### src/hdl/ows_pkg.sv
// Shared types and constants for the one-wire backlight level sender.
// Holds request, segment and command structs and the sequencer state enum.
// No dependencies.
package ows_pkg;

	// Field widths fixed by the line protocol.
	localparam int unsigned LEVEL_W = 6;
	localparam int unsigned DUR_W   = 17;
	localparam int unsigned ADDR_W  = 8;
	localparam int unsigned PULSE_W = 10;
	localparam int unsigned CFG_IDX_W  = 2;
	localparam int unsigned CFG_DATA_W = 10;
	localparam int unsigned DATA_W  = 5;
	localparam int unsigned CNT_W   = 5;

	// Register indexes on the configuration port.
	localparam logic [CFG_IDX_W-1:0] CFG_DEVICE_ADDRESS = 2'd0;
	localparam logic [CFG_IDX_W-1:0] CFG_SHORT_TIME     = 2'd1;
	localparam logic [CFG_IDX_W-1:0] CFG_LONG_TIME      = 2'd2;

	// Register reset values.
	localparam logic [ADDR_W-1:0]  RST_DEVICE_ADDRESS = 8'h72;
	localparam logic [PULSE_W-1:0] RST_SHORT_TIME     = 10'd10;
	localparam logic [PULSE_W-1:0] RST_LONG_TIME      = 10'd180;

	// Level handling.
	localparam logic [LEVEL_W-1:0] MAX_LEVEL = 6'd32;

	// Fixed segment lengths in microseconds.
	localparam logic [DUR_W-1:0] OFF_LOW_US   = 17'd3000;
	localparam logic [DUR_W-1:0] PRE_LOW_US   = 17'd100000;
	localparam logic [DUR_W-1:0] SEL_HIGH1_US = 17'd120;
	localparam logic [DUR_W-1:0] SEL_LOW_US   = 17'd280;
	localparam logic [DUR_W-1:0] SEL_HIGH2_US = 17'd650;
	localparam logic [DUR_W-1:0] HOLD_US      = 17'd0;

	// Counter values that start and end a phase of the sequencer.
	localparam logic [CNT_W-1:0] PRE_LAST   = 5'd3;
	localparam logic [CNT_W-1:0] FRAME_LAST = 5'd17;
	localparam logic [CNT_W-1:0] FRAME_START = 5'd0;

	typedef struct packed {
		logic [LEVEL_W-1:0] level;
		logic               power_on;
	} req_t;

	typedef struct packed {
		logic             line_high;
		logic [DUR_W-1:0] duration;
		logic             last;
	} seg_t;

	typedef struct packed {
		logic [ADDR_W-1:0]  device_address;
		logic [PULSE_W-1:0] short_time;
		logic [PULSE_W-1:0] long_time;
	} cfg_t;

	typedef enum logic [1:0] {
		CMD_OFF,
		CMD_ZERO,
		CMD_SEND
	} cmd_kind_t;

	// Classified request as it waits in the queue.
	typedef struct packed {
		cmd_kind_t         kind;
		logic              preamble;
		logic [DATA_W-1:0] data;
	} cmd_t;

	typedef enum logic [2:0] {
		ST_IDLE,
		ST_SINGLE,
		ST_PRE,
		ST_ADDR,
		ST_DATA,
		ST_END
	} state_t;

	// Mode-select preamble segment by position.
	function automatic seg_t pre_seg(input logic [1:0] idx);
		seg_t s;
		s.last = 1'b0;
		case (idx)
			2'd0: begin
				s.line_high = 1'b0;
				s.duration  = PRE_LOW_US;
			end
			2'd1: begin
				s.line_high = 1'b1;
				s.duration  = SEL_HIGH1_US;
			end
			2'd2: begin
				s.line_high = 1'b0;
				s.duration  = SEL_LOW_US;
			end
			default: begin
				s.line_high = 1'b1;
				s.duration  = SEL_HIGH2_US;
			end
		endcase
		return s;
	endfunction

endpackage

### src/hdl/ows_front.sv
// Front end: accepts requests, clamps the level and classifies each one.
// Tracks the mode-selected flag. Depends on ows_pkg.
module ows_front (
	input  logic          clk,
	input  logic          arst_n,
	input  logic          req_valid,
	output logic          req_stall,
	input  ows_pkg::req_t req,
	input  logic          q_full,
	output logic          push,
	output ows_pkg::cmd_t push_cmd
);
	import ows_pkg::*;

	logic               mode_selected_q;
	logic [LEVEL_W-1:0] level_c;
	logic [LEVEL_W-1:0] level_m1;

	// The queue decides whether a request can enter.
	assign req_stall = q_full;
	assign push      = req_valid && !q_full;

	// Clamp the level and form the data byte.
	always_comb begin
		level_c  = (req.level > MAX_LEVEL) ? MAX_LEVEL : req.level;
		level_m1 = level_c - LEVEL_W'(1);
	end

	// Classify the request.
	always_comb begin
		push_cmd.preamble = !mode_selected_q;
		push_cmd.data     = level_m1[DATA_W-1:0];
		if (!req.power_on) begin
			push_cmd.kind = CMD_OFF;
		end else if (req.level == '0) begin
			push_cmd.kind = CMD_ZERO;
		end else begin
			push_cmd.kind = CMD_SEND;
		end
	end

	// A zero level drops the mode; a sent level leaves it selected.
	always_ff @(posedge clk or negedge arst_n) begin
		if (!arst_n) begin
			mode_selected_q <= 1'b1;
		end else if (push && req.power_on) begin
			mode_selected_q <= (req.level != '0);
		end
	end

endmodule

### src/hdl/ows_queue.sv
// Short command queue between the front end and the segment sequencer.
// Depth is set by the DEPTH parameter. Depends on ows_pkg.
module ows_queue #(
	parameter int unsigned DEPTH = 2
) (
	input  logic          clk,
	input  logic          arst_n,
	input  logic          push,
	input  ows_pkg::cmd_t push_cmd,
	output logic          full,
	input  logic          pop,
	output logic          q_valid,
	output ows_pkg::cmd_t q_cmd
);
	import ows_pkg::*;

	localparam int unsigned PTR_W = (DEPTH > 1) ? $clog2(DEPTH) : 1;
	localparam int unsigned CNT_W_Q = $clog2(DEPTH + 1);

	cmd_t               entry_q [DEPTH];
	logic [PTR_W-1:0]   wr_ptr_q;
	logic [PTR_W-1:0]   rd_ptr_q;
	logic [CNT_W_Q-1:0] count_q;
	logic               do_push;
	logic               do_pop;

	assign full    = (count_q == CNT_W_Q'(DEPTH));
	assign q_valid = (count_q != '0);
	assign q_cmd   = entry_q[rd_ptr_q];
	assign do_push = push && !full;
	assign do_pop  = pop && q_valid;

	// Entry storage.
	always_ff @(posedge clk) begin
		if (do_push) begin
			entry_q[wr_ptr_q] <= push_cmd;
		end
	end

	// Pointers and fill count.
	always_ff @(posedge clk or negedge arst_n) begin
		if (!arst_n) begin
			wr_ptr_q <= '0;
			rd_ptr_q <= '0;
			count_q  <= '0;
		end else begin
			if (do_push) begin
				wr_ptr_q <= (wr_ptr_q == PTR_W'(DEPTH - 1)) ? '0 : wr_ptr_q + PTR_W'(1);
			end
			if (do_pop) begin
				rd_ptr_q <= (rd_ptr_q == PTR_W'(DEPTH - 1)) ? '0 : rd_ptr_q + PTR_W'(1);
			end
			if (do_push && !do_pop) begin
				count_q <= count_q + CNT_W_Q'(1);
			end else if (do_pop && !do_push) begin
				count_q <= count_q - CNT_W_Q'(1);
			end
		end
	end

endmodule

### src/hdl/ows_back.sv
// Back end: walks each queued command through its line segments, one per cycle unless seg is stalled.
// Holds the output register toward the segment channel. Depends on ows_pkg.
module ows_back (
	input  logic          clk,
	input  logic          arst_n,
	input  ows_pkg::cfg_t cfg,
	input  logic          q_valid,
	input  ows_pkg::cmd_t q_cmd,
	output logic          pop,
	output logic          seg_valid,
	input  logic          seg_stall,
	output ows_pkg::seg_t seg
);
	import ows_pkg::*;

	state_t             state_q;
	state_t             state_d;
	logic [CNT_W-1:0]   cnt_q;
	logic [CNT_W-1:0]   cnt_d;
	cmd_t               cmd_q;
	logic               out_valid_q;
	seg_t               out_seg_q;
	logic               adv;
	logic               emit;
	seg_t               cur_seg;
	logic [ADDR_W-1:0]  frame_byte;
	logic [CNT_W-1:0]   cnt_m1;
	logic [2:0]         bit_pos;
	logic               bit_val;
	logic [DUR_W-1:0]   short_dur;
	logic [DUR_W-1:0]   long_dur;

	// The output register can take a segment when empty or being drained.
	assign adv  = !out_valid_q || !seg_stall;
	assign emit = (state_q != ST_IDLE) && adv;

	assign short_dur = {{(DUR_W-PULSE_W){1'b0}}, cfg.short_time};
	assign long_dur  = {{(DUR_W-PULSE_W){1'b0}}, cfg.long_time};

	// Bit selection inside a byte frame.
	always_comb begin
		frame_byte = (state_q == ST_ADDR) ? cfg.device_address
		                                  : {{(ADDR_W-DATA_W){1'b0}}, cmd_q.data};
		cnt_m1     = cnt_q - CNT_W'(1);
		bit_pos    = cnt_m1[3:1];
		bit_val    = frame_byte[3'd7 - bit_pos];
	end

	// Next state and segment counter.
	always_comb begin
		state_d = state_q;
		cnt_d   = cnt_q;
		case (state_q)
			ST_IDLE: begin
				cnt_d = '0;
				if (q_valid) begin
					case (q_cmd.kind)
						CMD_SEND: state_d = q_cmd.preamble ? ST_PRE : ST_ADDR;
						default:  state_d = ST_SINGLE;
					endcase
				end
			end
			ST_SINGLE, ST_END: begin
				if (adv) begin
					state_d = ST_IDLE;
				end
			end
			ST_PRE: begin
				if (adv) begin
					if (cnt_q == PRE_LAST) begin
						state_d = ST_ADDR;
						cnt_d   = FRAME_START;
					end else begin
						cnt_d = cnt_q + CNT_W'(1);
					end
				end
			end
			ST_ADDR, ST_DATA: begin
				if (adv) begin
					if (cnt_q == FRAME_LAST) begin
						state_d = (state_q == ST_ADDR) ? ST_DATA : ST_END;
						cnt_d   = FRAME_START;
					end else begin
						cnt_d = cnt_q + CNT_W'(1);
					end
				end
			end
			default: begin
				state_d = ST_IDLE;
				cnt_d   = '0;
			end
		endcase
	end

	// Segment for the current step and the queue pop.
	always_comb begin
		pop     = (state_q == ST_IDLE) && q_valid;
		cur_seg = '0;
		case (state_q)
			ST_SINGLE: begin
				cur_seg.line_high = 1'b0;
				cur_seg.duration  = (cmd_q.kind == CMD_ZERO) ? OFF_LOW_US : HOLD_US;
				cur_seg.last      = 1'b1;
			end
			ST_PRE: begin
				cur_seg = pre_seg(cnt_q[1:0]);
			end
			ST_ADDR, ST_DATA: begin
				cur_seg.last = 1'b0;
				if (cnt_q == FRAME_START) begin
					// Start pulse.
					cur_seg.line_high = 1'b1;
					cur_seg.duration  = short_dur;
				end else if (cnt_q == FRAME_LAST) begin
					// Stop pulse.
					cur_seg.line_high = 1'b0;
					cur_seg.duration  = short_dur;
				end else if (!cnt_m1[0]) begin
					// Low half of a bit: short for a one, long for a zero.
					cur_seg.line_high = 1'b0;
					cur_seg.duration  = bit_val ? short_dur : long_dur;
				end else begin
					// High half of a bit.
					cur_seg.line_high = 1'b1;
					cur_seg.duration  = bit_val ? long_dur : short_dur;
				end
			end
			ST_END: begin
				cur_seg.line_high = 1'b1;
				cur_seg.duration  = HOLD_US;
				cur_seg.last      = 1'b1;
			end
			default: begin
				cur_seg = '0;
			end
		endcase
	end

	// Sequencer control.
	always_ff @(posedge clk or negedge arst_n) begin
		if (!arst_n) begin
			state_q <= ST_IDLE;
			cnt_q   <= '0;
		end else begin
			state_q <= state_d;
			cnt_q   <= cnt_d;
		end
	end

	// Command held for the duration of its segments.
	always_ff @(posedge clk) begin
		if (pop) begin
			cmd_q <= q_cmd;
		end
	end

	// Output register.
	always_ff @(posedge clk or negedge arst_n) begin
		if (!arst_n) begin
			out_valid_q <= 1'b0;
		end else if (adv) begin
			out_valid_q <= emit;
		end
	end

	always_ff @(posedge clk) begin
		if (emit) begin
			out_seg_q <= cur_seg;
		end
	end

	assign seg_valid = out_valid_q;
	assign seg       = out_seg_q;

endmodule

### src/hdl/one_wire_backlight_level_sender.sv
// Top level of the one-wire backlight level sender.
// Holds the configuration registers and joins ows_front, ows_queue and ows_back.
// Depends on ows_pkg.
//
//  channel | direction | handshake            | payload
//  --------+-----------+----------------------+-------------------------------
//  req     | in        | req_valid/req_stall  | req_t: level, power_on
//  seg     | out       | seg_valid/seg_stall  | seg_t: line_high, duration, last
//  cfg     | in        | cfg_we               | cfg_index, cfg_wdata
//
// A powered request with a nonzero level gives 37 segments, or 41 with the mode-select
// preamble; power off and level zero give one. The back sequencer emits one
// segment per cycle while seg is not stalled and passes through its idle state
// to load each command from the queue.
// Reset restores the register defaults, empties the queue and sets the mode flag.
// Requests keep entering while the queue has room, even while seg is stalled.
module one_wire_backlight_level_sender #(
	parameter int unsigned QUEUE_DEPTH = 2
) (
	input  logic                               clk,
	input  logic                               arst_n,
	input  logic                               req_valid,
	output logic                               req_stall,
	input  ows_pkg::req_t                      req,
	output logic                               seg_valid,
	input  logic                               seg_stall,
	output ows_pkg::seg_t                      seg,
	input  logic                               cfg_we,
	input  logic [ows_pkg::CFG_IDX_W-1:0]      cfg_index,
	input  logic [ows_pkg::CFG_DATA_W-1:0]     cfg_wdata
);
	import ows_pkg::*;

	cfg_t cfg_q;
	logic q_full;
	logic push;
	cmd_t push_cmd;
	logic pop;
	logic q_valid;
	cmd_t q_cmd;

	// Configuration registers.
	always_ff @(posedge clk or negedge arst_n) begin
		if (!arst_n) begin
			cfg_q.device_address <= RST_DEVICE_ADDRESS;
			cfg_q.short_time     <= RST_SHORT_TIME;
			cfg_q.long_time      <= RST_LONG_TIME;
		end else if (cfg_we) begin
			case (cfg_index)
				CFG_DEVICE_ADDRESS: cfg_q.device_address <= cfg_wdata[ADDR_W-1:0];
				CFG_SHORT_TIME:     cfg_q.short_time     <= cfg_wdata[PULSE_W-1:0];
				CFG_LONG_TIME:      cfg_q.long_time      <= cfg_wdata[PULSE_W-1:0];
				default: ;
			endcase
		end
	end

	ows_front u_front (
		.clk      (clk),
		.arst_n   (arst_n),
		.req_valid(req_valid),
		.req_stall(req_stall),
		.req      (req),
		.q_full   (q_full),
		.push     (push),
		.push_cmd (push_cmd)
	);

	ows_queue #(
		.DEPTH(QUEUE_DEPTH)
	) u_queue (
		.clk     (clk),
		.arst_n  (arst_n),
		.push    (push),
		.push_cmd(push_cmd),
		.full    (q_full),
		.pop     (pop),
		.q_valid (q_valid),
		.q_cmd   (q_cmd)
	);

	ows_back u_back (
		.clk      (clk),
		.arst_n   (arst_n),
		.cfg      (cfg_q),
		.q_valid  (q_valid),
		.q_cmd    (q_cmd),
		.pop      (pop),
		.seg_valid(seg_valid),
		.seg_stall(seg_stall),
		.seg      (seg)
	);

	// The sequencer only loads a command that the queue holds.
	a_pop_has_cmd: assert property (@(posedge clk) disable iff (!arst_n)
		pop |-> q_valid)
		else $error("sequencer popped an empty queue");

	// A final high segment always holds the line.
	a_final_high_holds: assert property (@(posedge clk) disable iff (!arst_n)
		(seg_valid && seg.last && seg.line_high) |-> (seg.duration == HOLD_US))
		else $error("final high segment has a nonzero duration");

	// A zero-length segment before the end needs a zero pulse register.
	a_zero_pulse: assert property (@(posedge clk) disable iff (!arst_n)
		(seg_valid && !seg.last && seg.duration == '0)
		|-> (cfg_q.short_time == '0 || cfg_q.long_time == '0))
		else $error("zero-length segment inside a frame");

	// A full queue holds the request channel off in the next cycle too
	// unless the sequencer drained an entry.
	a_full_stalls: assert property (@(posedge clk) disable iff (!arst_n)
		(q_full && !pop) |=> req_stall)
		else $error("queue lost its full state without a pop");

endmodule

### config.mk
export PLATFORM = sky130hd
export DESIGN_NAME = one_wire_backlight_level_sender
export DESIGN_NICKNAME = d
export VERILOG_FILES = /design/src/hdl/ows_pkg.sv /design/src/hdl/ows_front.sv /design/src/hdl/ows_queue.sv /design/src/hdl/ows_back.sv /design/src/hdl/one_wire_backlight_level_sender.sv
export SDC_FILE = /design/constraint.sdc
export NUM_CORES = 1
export LEC_CHECK = 0
export BUFFER_PORTS_ARGS = -buffer_cell sky130_fd_sc_hd__buf_2
export CAP_MARGIN = 5
export CORE_AREA = 2 2 86 88
export DETAILED_ROUTE_END_ITERATION = 7
export DIE_AREA = 0 0 88 90
export GPL_ROUTABILITY_DRIVEN = 0
export GPL_TIMING_DRIVEN = 0
export HOLD_SLACK_MARGIN = 0.06
export PLACE_DENSITY = 0.75
export SLEW_MARGIN = 10
export SYNTH_ARGS = -nofsm -noshare
export SYNTH_HDL_FRONTEND = slang
export SYNTH_SLANG_ARGS = --single-unit
### constraint.sdc
create_clock -name clk -period 3.66 [get_ports clk]
set_input_delay 0.183 -clock clk [delete_from_list [all_inputs] [get_ports clk]]
set_output_delay 0.183 -clock clk [all_outputs]
set_load 0.005 [all_outputs]
Word-level counts from Yosys, hierarchy flattened
Memory sizes are Yosys's and may differ from the RTL's.
Cells that the tools add are included.
- input bits: 24
- output and inout bits: 21
- memory bits (writable): 16
- bits in latches: 0
- memories: 1
- bits in read-only memories: 0
- logic and storage cells: 113
- bits in registers: 68
- reduce and logical (&&, ||, !) cells: 31
- $mul: 0
- magnitude comparators: 2
- eq/ne operators: 20
- $add $sub $neg: 8
- shifts and indexed selects: 0
- multiplexer cells: 35
- div/mod/pow operators: 0
- bitwise logic cells: 1
- memory list (memory ; depth ; width ; read ports ; clocked after memory_dff ; wr ports ; line ; source):
    u_queue.entry_q ; 2 ; 8 ; 1 ; 0 ; 1 ; ows_queue.sv:20 ; cmd_t entry_q [DEPTH];
- operators by type and width (operator ; number):
    $pmux W19 S4 ; 1
    $mux W18 ; 3
    $pmux W18 S3 ; 1
    $mux W5 ; 5
    $mux W3 ; 7
    $mux W10 ; 2
    $pmux W5 S3 ; 1
    $mux W12 ; 1
    $ne A2 B1 Y1 const B ; 6
    $pmux W3 S4 ; 1
    $eq A2 B2 Y1 const B ; 4
    $logic_and A1 B1 Y1 ; 8
    $mux W2 ; 4
    $mux W8 ; 1
    $mux W1 ; 7
    $eq A2 B1 Y1 const B ; 3
    $eq A3 B2 Y1 const B ; 2
    $eq A3 B3 Y1 const B ; 2
    $gt A6 B6 Y1 const B ; 1
    $logic_not A1 Y1 ; 6
    $logic_not A6 Y1 ; 1
    $reduce_and A2 Y1 ; 3
    $reduce_and A6 Y1 ; 1
    $reduce_bool A6 Y1 ; 1
    21 further kinds ; 25

Depth between registers and ports, before layout
Gate-level depths: netlist (run 1).
- depth in word-level cells: 9
- mapped depth: 10
- depth with buffers taken out: 9

Cells and area by module
Synthesis (run 1) repeated with hierarchy kept, for this count alone.
- cell total of the unflattened synthesis: 305
- area, all modules: 3862.5 µm²
- modules (own cells, without submodules) (module ; cells each ; area each (µm²) ; times used ; seq. area each (µm²)):
    ows_back ; 175 ; 1810.5 ; 1 ; 855.8
    one_wire_backlight_level_sender ; 61 ; 1077.3 ; 1 ; 713.2
    ows_queue ; 44 ; 785.8 ; 1 ; 580.6
    ows_front ; 25 ; 188.9 ; 1 ; 26.3

Least setup slack after synthesis (run 1)
No wires, ideal clock.
- kind: reg-to-reg
- start: register u_back.cnt_q[0]
- end: register u_back.out_seg_q, in the netlist u_back.seg[10] (data pin)
- stages on the path, launching flop included: 11
- path buffers: 1
- setup time: 282 ps
- required time: 3378 ps
- arrival: 2518 ps
- clock period less this slack: 2800 ps
- slack: 860 ps
- cell sequence: dfrtp_1 inv_1 ha_1 xor2_1 or3_1 a31o_2 a222oi_1 mux2_2 buf_8 mux2i_1 o221ai_1
- RTL lines (element ; line ; source):
    from (decl) ; ows_back.sv:18 ; logic [CNT_W-1:0] cnt_q;
    from (signal assigned) ; ows_back.sv:146 ; cnt_q <= cnt_d;
    to (signal assigned) ; ows_back.sv:168 ; out_seg_q <= cur_seg;
    to (decl) ; ows_back.sv:22 ; seg_t out_seg_q;

==> results.sh, run 1 <==
export IMPL_ios=45
export IMPL_synth_edf_count=37
export IMPL_hpwl_um=4830
export IMPL_hold_path_end="cfg_q[8]$_DFFE_PN0P_"
export IMPL_rows=31
export IMPL_r2r_cells=10
export IMPL_final_cell_mix="buf_2, mux2_2, edfxtp_1"
export IMPL_cts_sinks=79
export IMPL_dieArea_um2=7920
export IMPL_rr_endpoint="u_back.seg[4]$_DFFE_PP_"
export IMPL_fin_skew_ns=0.00703
export IMPL_r2r_start="u_back.cnt_q[0]$_DFFE_PN0P_"
export IMPL_r2r_slack_ns=0.33
export IMPL_yosysSeqAreaShare=0.579
export IMPL_fin_nets=386
export IMPL_ir_drop_mv=0.415
export IMPL_cts_root_buf="clkbuf_8"
export IMPL_grt_overflow=0
export IMPL_setup_viol=0
export IMPL_arrival_ns=3.40
export IMPL_routed_wl_um=6890
export IMPL_via_per_inst=5.30
export IMPL_start_util=0.535
export IMPL_synthMuxAreaShare=0.158
export IMPL_cts_tree="built"
export IMPL_synth_top_family_by_area="multiplexers"
export IMPL_drive_above_1_share=0.339
export IMPL_cts_hold_buf=2
export IMPL_power_density_nw_per_um2=780
export IMPL_io_buffers=41
export IMPL_grt_setup_unrepaired="no"
export IMPL_route_vias_total=2431
export IMPL_synth_xor_area_frac=0.0303
export IMPL_area_growth_pct=15.3
export IMPL_grt_pass1_wl_um=11400
export IMPL_fillCellCount=567
export IMPL_whs_ns=0.0699
export IMPL_end_kind="flip-flop"
export IMPL_tightest_slew_ns=0.941
export IMPL_ys_warnings_count=0
export IMPL_avgSynthCellArea_um2=12.6
export IMPL_synth_cells=299
export IMPL_diodes=0
export IMPL_fp_dieW_um=88
export IMPL_finalHoldViolCount=0
export IMPL_cts_buffer_depth=2
export IMPL_drt_iter0_markers=130
export IMPL_clock_latency_ns=0.35
export IMPL_cts_htree_levels=3
export IMPL_synth_compound_area_frac=0.0733
export IMPL_drtAntennaViolNets=0
export IMPL_min_delay_start="cfg_wdata[8]"
export IMPL_synth_seq_cells=79
export IMPL_yosys_area_share_simple=0.0969
export IMPL_cts_resized=0
export IMPL_hp_class="in2reg"
export IMPL_netlist_area_um2=3760
export IMPL_final_max_slew_violation_count=0
export IMPL_async_flop_share=0.532
export IMPL_grt_max_degree=43
export IMPL_core_area_um2=7020
export IMPL_synth_ff_type="edfxtp_1"
export IMPL_setup_worst_path_class="reg2reg"
export IMPL_drc_errors=0
export IMPL_clk_pin_slew_ns=0.08
export IMPL_ys_types=46
export IMPL_numCtsBuffers=9
export IMPL_chipHeight_um=90
export IMPL_grt_use_total=0.188
export IMPL_yosys_area_share_adder=0.0233
export IMPL_max_cap_violations=0
export IMPL_tns_ns=0
export IMPL_max_freq_mhz=300
export IMPL_cp_max_fo=10
export IMPL_drt_pass1_iter_count=4
export IMPL_cp_start_kind="flip-flop"
export IMPL_fin_crit_sh=0.911
export IMPL_min_path_cells=2
export IMPL_antenna_found_initial=0
export IMPL_cts_setup_buffers=0
export IMPL_critPathRequiredTime_ns=3.73
export IMPL_status="finished, final reports clean"
export IMPL_wl_per_cell_um=15.0
export IMPL_first_global_vias=2405
export IMPL_p_leak_nw=1.77
export IMPL_final_common_cell="buf_2"
export IMPL_period_needed_ns=3.33
export IMPL_slew_headroom=0.373
-- worst max path at each step --
stage	from	slack, ns	endpoint
after detailed placement	u_back.cnt_q[0]$_DFFE_PN0P_	0.41	u_back.seg[4]$_DFFE_PP_
final	u_back.cnt_q[0]$_DFFE_PN0P_	0.33	u_back.seg[4]$_DFFE_PP_
after floorplan	u_back.cnt_q[0]$_DFFE_PN0P_	0.86	u_back.seg[10]$_DFFE_PP_
after CTS	u_back.cnt_q[0]$_DFFE_PN0P_	0.38	u_back.seg[4]$_DFFE_PP_
after global routing	u_back.cnt_q[0]$_DFFE_PN0P_	0.14	u_back.seg[4]$_DFFE_PP_
after global placement	u_back.cnt_q[0]$_DFFE_PN0P_	0.42	u_back.seg[4]$_DFFE_PP_
-- layer usage --
metal,global-route usage,wire length (µm),vias to the layer above
li1,-,-,1190
met5,0,0,-
met2,0.304,3560,41
met4,0.0782,129,0
met1,0.242,3000,1191
met3,0.0413,197,9
-- worst max-delay path, cell delays in order, from the launching register on --
cell and delay [ns]:
dfrtp_1 0.47, inv_1 0.21, ha_1 0.33, xor2_1 0.37
nand3_1 0.15, a31o_2 0.26, a222oi_1 0.33, mux2_2 0.40
buf_8 0.16, mux2i_1 0.20, o221ai_1 0.16
-- sequential cells by signal, summed over array words and instances (netlist names) --
register                 flops
cfg_q                       28
u_queue.entry_q             16
u_back.seg                  14
u_back.cmd_q                 7
u_back.cnt_q                 5
u_back.state_q               3
u_queue.count_q              2
u_back.seg_valid             1
u_front.mode_selected_q      1
u_queue.rd_ptr_q             1
u_queue.wr_ptr_q             1
-- stage by stage --
stage	power (W)	instances	util	cell area, µm²	worst slack [ns]
detailed placement	0.00272	441	0.584	4100	0.408
global placement	0.00267	441	0.583	4090	0.421
floorplan	0.00236	301	-	3760	0.860
global route	0.00360	459	0.617	4330	0.141
finish	0.00338	459	0.617	4330	0.326
CTS	0.00340	459	0.616	4330	0.379
-- synthesized netlist by cell type, types with 4 or more instances --
cell type,number,area [µm²]
ha_1,7,87.6
inv_1,12,45.0
dfstp_2,11,289
xnor2_1,4,35.0
a21oi_1,13,65.1
dfrtp_1,31,776
nand2_1,16,60.1
mux2_2,38,428
o21ai_0,11,55.1
xor2_1,9,78.8
nor2_1,23,86.3
buf_4,7,52.6
nand3_1,8,40.0
clkbuf_1,6,22.5
nand2b_1,5,31.3
mux2i_1,12,120
edfxtp_1,37,1110
nand3b_1,5,37.5
-- power by group --
group / switching [W] / leakage, nW / internal [W] / total [W]
combinational: 0.000699 / 0.821 / 0.000591 / 0.00129
sequential: 0.000125 / 0.845 / 0.00129 / 0.00142
clock: 0.000318 / 0.105 / 0.000351 / 0.000669
-- area by class of cell --
type	count	area, µm²	share of cell area
well taps	99	124	0.0286
plain buffers	16	98.8	0.0228
inverters	12	45.0	0.0104
clock inverters	5	56.3	0.0130
repair buffers	43	225	0.0520
multi-input cells	194	1450	0.336
clock buffers	11	151	0.0350
flip-flops and latches	79	2180	0.502
-- cells by family (layout without fill, tap and decap cells) --
kind of cell / count (synthesis) / count (layout)
multiplexers: 52 / 52
AO/OA/AOI/OAI: 45 / 45
other: 1 / 3
AND/OR/NAND/NOR: 74 / 74
adder cells (fa/ha/maj): 7 / 7
flip-flops: 79 / 79
buffers and inverters: 28 / 87
XOR/XNOR: 13 / 13
No activity file was read; power rests on OpenSTA's default activity.
==> run 2: changes to the inputs <==
==> constraint.sdc (replaced) <==
create_clock -name clk -period 3.5 [get_ports clk]
set_input_delay 0.175 -clock clk [delete_from_list [all_inputs] [get_ports clk]]
set_output_delay 0.175 -clock clk [all_outputs]
set_load 0.005 [all_outputs]
==> run 2 against run 1 <==
- first-iteration DRC count is 4.6% higher
- flip-flop and latch count is the same
- setup slack got worse by 0.15 ns
- clock skew increased by 0.00054 ns
- hold slack got worse by 0.0052 ns
- global-route usage barely moved
- largest cell class unchanged
- largest power group unchanged
- highest routed layer unchanged
==> results.sh, run 2 (synthesis results as in run 1) <==
export IMPL_status="finished, final reports clean"
export IMPL_ir_drop_mv=0.434
export IMPL_dieArea_um2=7920
export IMPL_final_common_cell="buf_2"
export IMPL_rows=31
export IMPL_drive_above_1_share=0.341
export IMPL_grt_overflow=0
export IMPL_critPathRequiredTime_ns=3.57
export IMPL_use_met1=0.242
export IMPL_wl_per_cell_um=15.0
export IMPL_place_inst=441
export IMPL_cts_buffer_depth=2
export IMPL_cts_setup_buffers=0
export IMPL_area_growth_pct=15.7
export IMPL_finalHoldViolCount=0
export IMPL_p_total_w=0.00354
export IMPL_cts_htree_levels=3
export IMPL_final_max_slew_violation_count=0
export IMPL_fin_skew_ns=0.00756
export IMPL_max_freq_mhz=301
export IMPL_drtAntennaViolNets=0
export IMPL_clk_pin_slew_ns=0.08
export IMPL_start_util=0.535
export IMPL_cp_max_fo=10
export IMPL_grt_setup_unrepaired="no"
export IMPL_fillCellCount=567
export IMPL_first_global_vias=2407
export IMPL_hp_class="in2reg"
export IMPL_final_cell_mix="buf_2, mux2_2, edfxtp_1"
export IMPL_fp_dieW_um=88
export IMPL_hpwl_um=4830
export IMPL_cts_tree="built"
export IMPL_diodes=0
export IMPL_cp_start_kind="flip-flop"
export IMPL_largest_register="cfg_q"
export IMPL_busiest_layer="met2"
export IMPL_setup_viol=0
export IMPL_finalNonFillerCells=460
export IMPL_whs_ns=0.0647
export IMPL_slew_headroom=0.373
export IMPL_route_vias_total=2443
export IMPL_tns_ns=0
export IMPL_grt_pass1_wl_um=11400
export IMPL_tightest_slew_ns=0.940
export IMPL_clock_latency_ns=0.35
export IMPL_drc_errors=0
export IMPL_antenna_found_initial=0
export IMPL_fin_nets=387
export IMPL_numCtsBuffers=9
export IMPL_grt_max_degree=43
export IMPL_setup_worst_path_class="reg2reg"
export IMPL_grt_use_total=0.188
export IMPL_end_kind="flip-flop"
export IMPL_core_area_um2=7020
export IMPL_chipHeight_um=90
export IMPL_io_buffers=41
export IMPL_via_per_inst=5.31
export IMPL_grt_use_met3=0.0413
export IMPL_p_leak_nw=1.78
export IMPL_ios=45
export IMPL_arrival_ns=3.39
export IMPL_cts_sinks=79
export IMPL_cts_root_buf="clkbuf_8"
export IMPL_largest_reg_flops=28
export IMPL_period_needed_ns=3.33
export IMPL_routed_wl_um=6910
export IMPL_drt_iter0_markers=136
export IMPL_fin_crit_sh=0.950
export IMPL_power_density_nw_per_um2=815
export IMPL_drt_pass1_iter_count=4
export IMPL_gr_usage_met2=0.304
export IMPL_max_cap_violations=0
run 2: stage by stage:
| stage | worst slack [ns] | util | area (µm²) |
|---|---|---|---|
| detailed placement | 0.248 | 0.584 | 4100 |
| global placement | 0.261 | 0.583 | 4090 |
| CTS | 0.219 | 0.618 | 4340 |
| global route | 0.0361 | 0.619 | 4350 |
| finish | 0.175 | 0.619 | 4350 |
| floorplan | 0.700 | - | 3760 |
run 2: per-layer routing:
layer  wire length (µm)  part of all wire  vias up
li1                   -                 -     1190
met1               2990              0.43     1200
met2               3570              0.52       44
met3                219             0.032        9
met4                130             0.019        0
met5                  0                 0        -
run 2: worst max-delay path: stages (launching register included):
cell and delay, ns:
dfrtp_1 0.49, inv_1 0.18, ha_1 0.34, xor2_2 0.21
or3_1 0.35, a31o_2 0.21, a222oi_1 0.34, mux2_2 0.40
buf_8 0.16, mux2i_1 0.20, o221ai_1 0.16
run 2: area by class of cell:
type | count | area, µm² | share of cell area
buffer | 16 | 98.8 | 0.0227
clock buffer | 11 | 151 | 0.0348
clock inverter | 5 | 56.3 | 0.0129
inverter | 12 | 45.0 | 0.0104
multi-input combinational | 194 | 1460 | 0.336
sequential | 79 | 2180 | 0.500
tap | 99 | 124 | 0.0285
timing repair buffer | 44 | 235 | 0.0541
run 2: report_power, final:
group / internal [W] / leakage (nW) / switching (W)
combinational: 0.000622 / 0.826 / 0.000736
clock: 0.000367 / 0.105 / 0.000335
sequential: 0.00135 / 0.845 / 0.000131
run 2: path summary, 6_finish.rpt:
| path | start | to | slack (ns) | depth (start not counted) |
|---|---|---|---|---|
| max | u_back.cnt_q[0]$_DFFE_PN0P_ | u_back.seg[4]$_DFFE_PP_ | 0.17 | 10 |
| min | cfg_wdata[9] | cfg_q[19]$_DFFE_PN0P_ | 0.06 | 2 |
| max reg2reg | u_back.cnt_q[0]$_DFFE_PN0P_ | u_back.seg[4]$_DFFE_PP_ | 0.17 | 10 |
| min reg2reg | u_queue.wr_ptr_q$_DFFE_PN0P_ | u_queue.wr_ptr_q$_DFFE_PN0P_ | 0.50 | 1 |
| max in group asynchronous | arst_n | u_queue.count_q[0]$_DFFE_PN0P_ | 2.38 | 2 |
| min in group asynchronous | arst_n | cfg_q[8]$_DFFE_PN0P_ | 0.53 | 2 |
run 2: what timing repair did:
action,CTS,global route
endpoints found under the setup margin,0,1
hold buffers,3,0
endpoints found under the hold margin,34,0
gates resized for setup,0,1
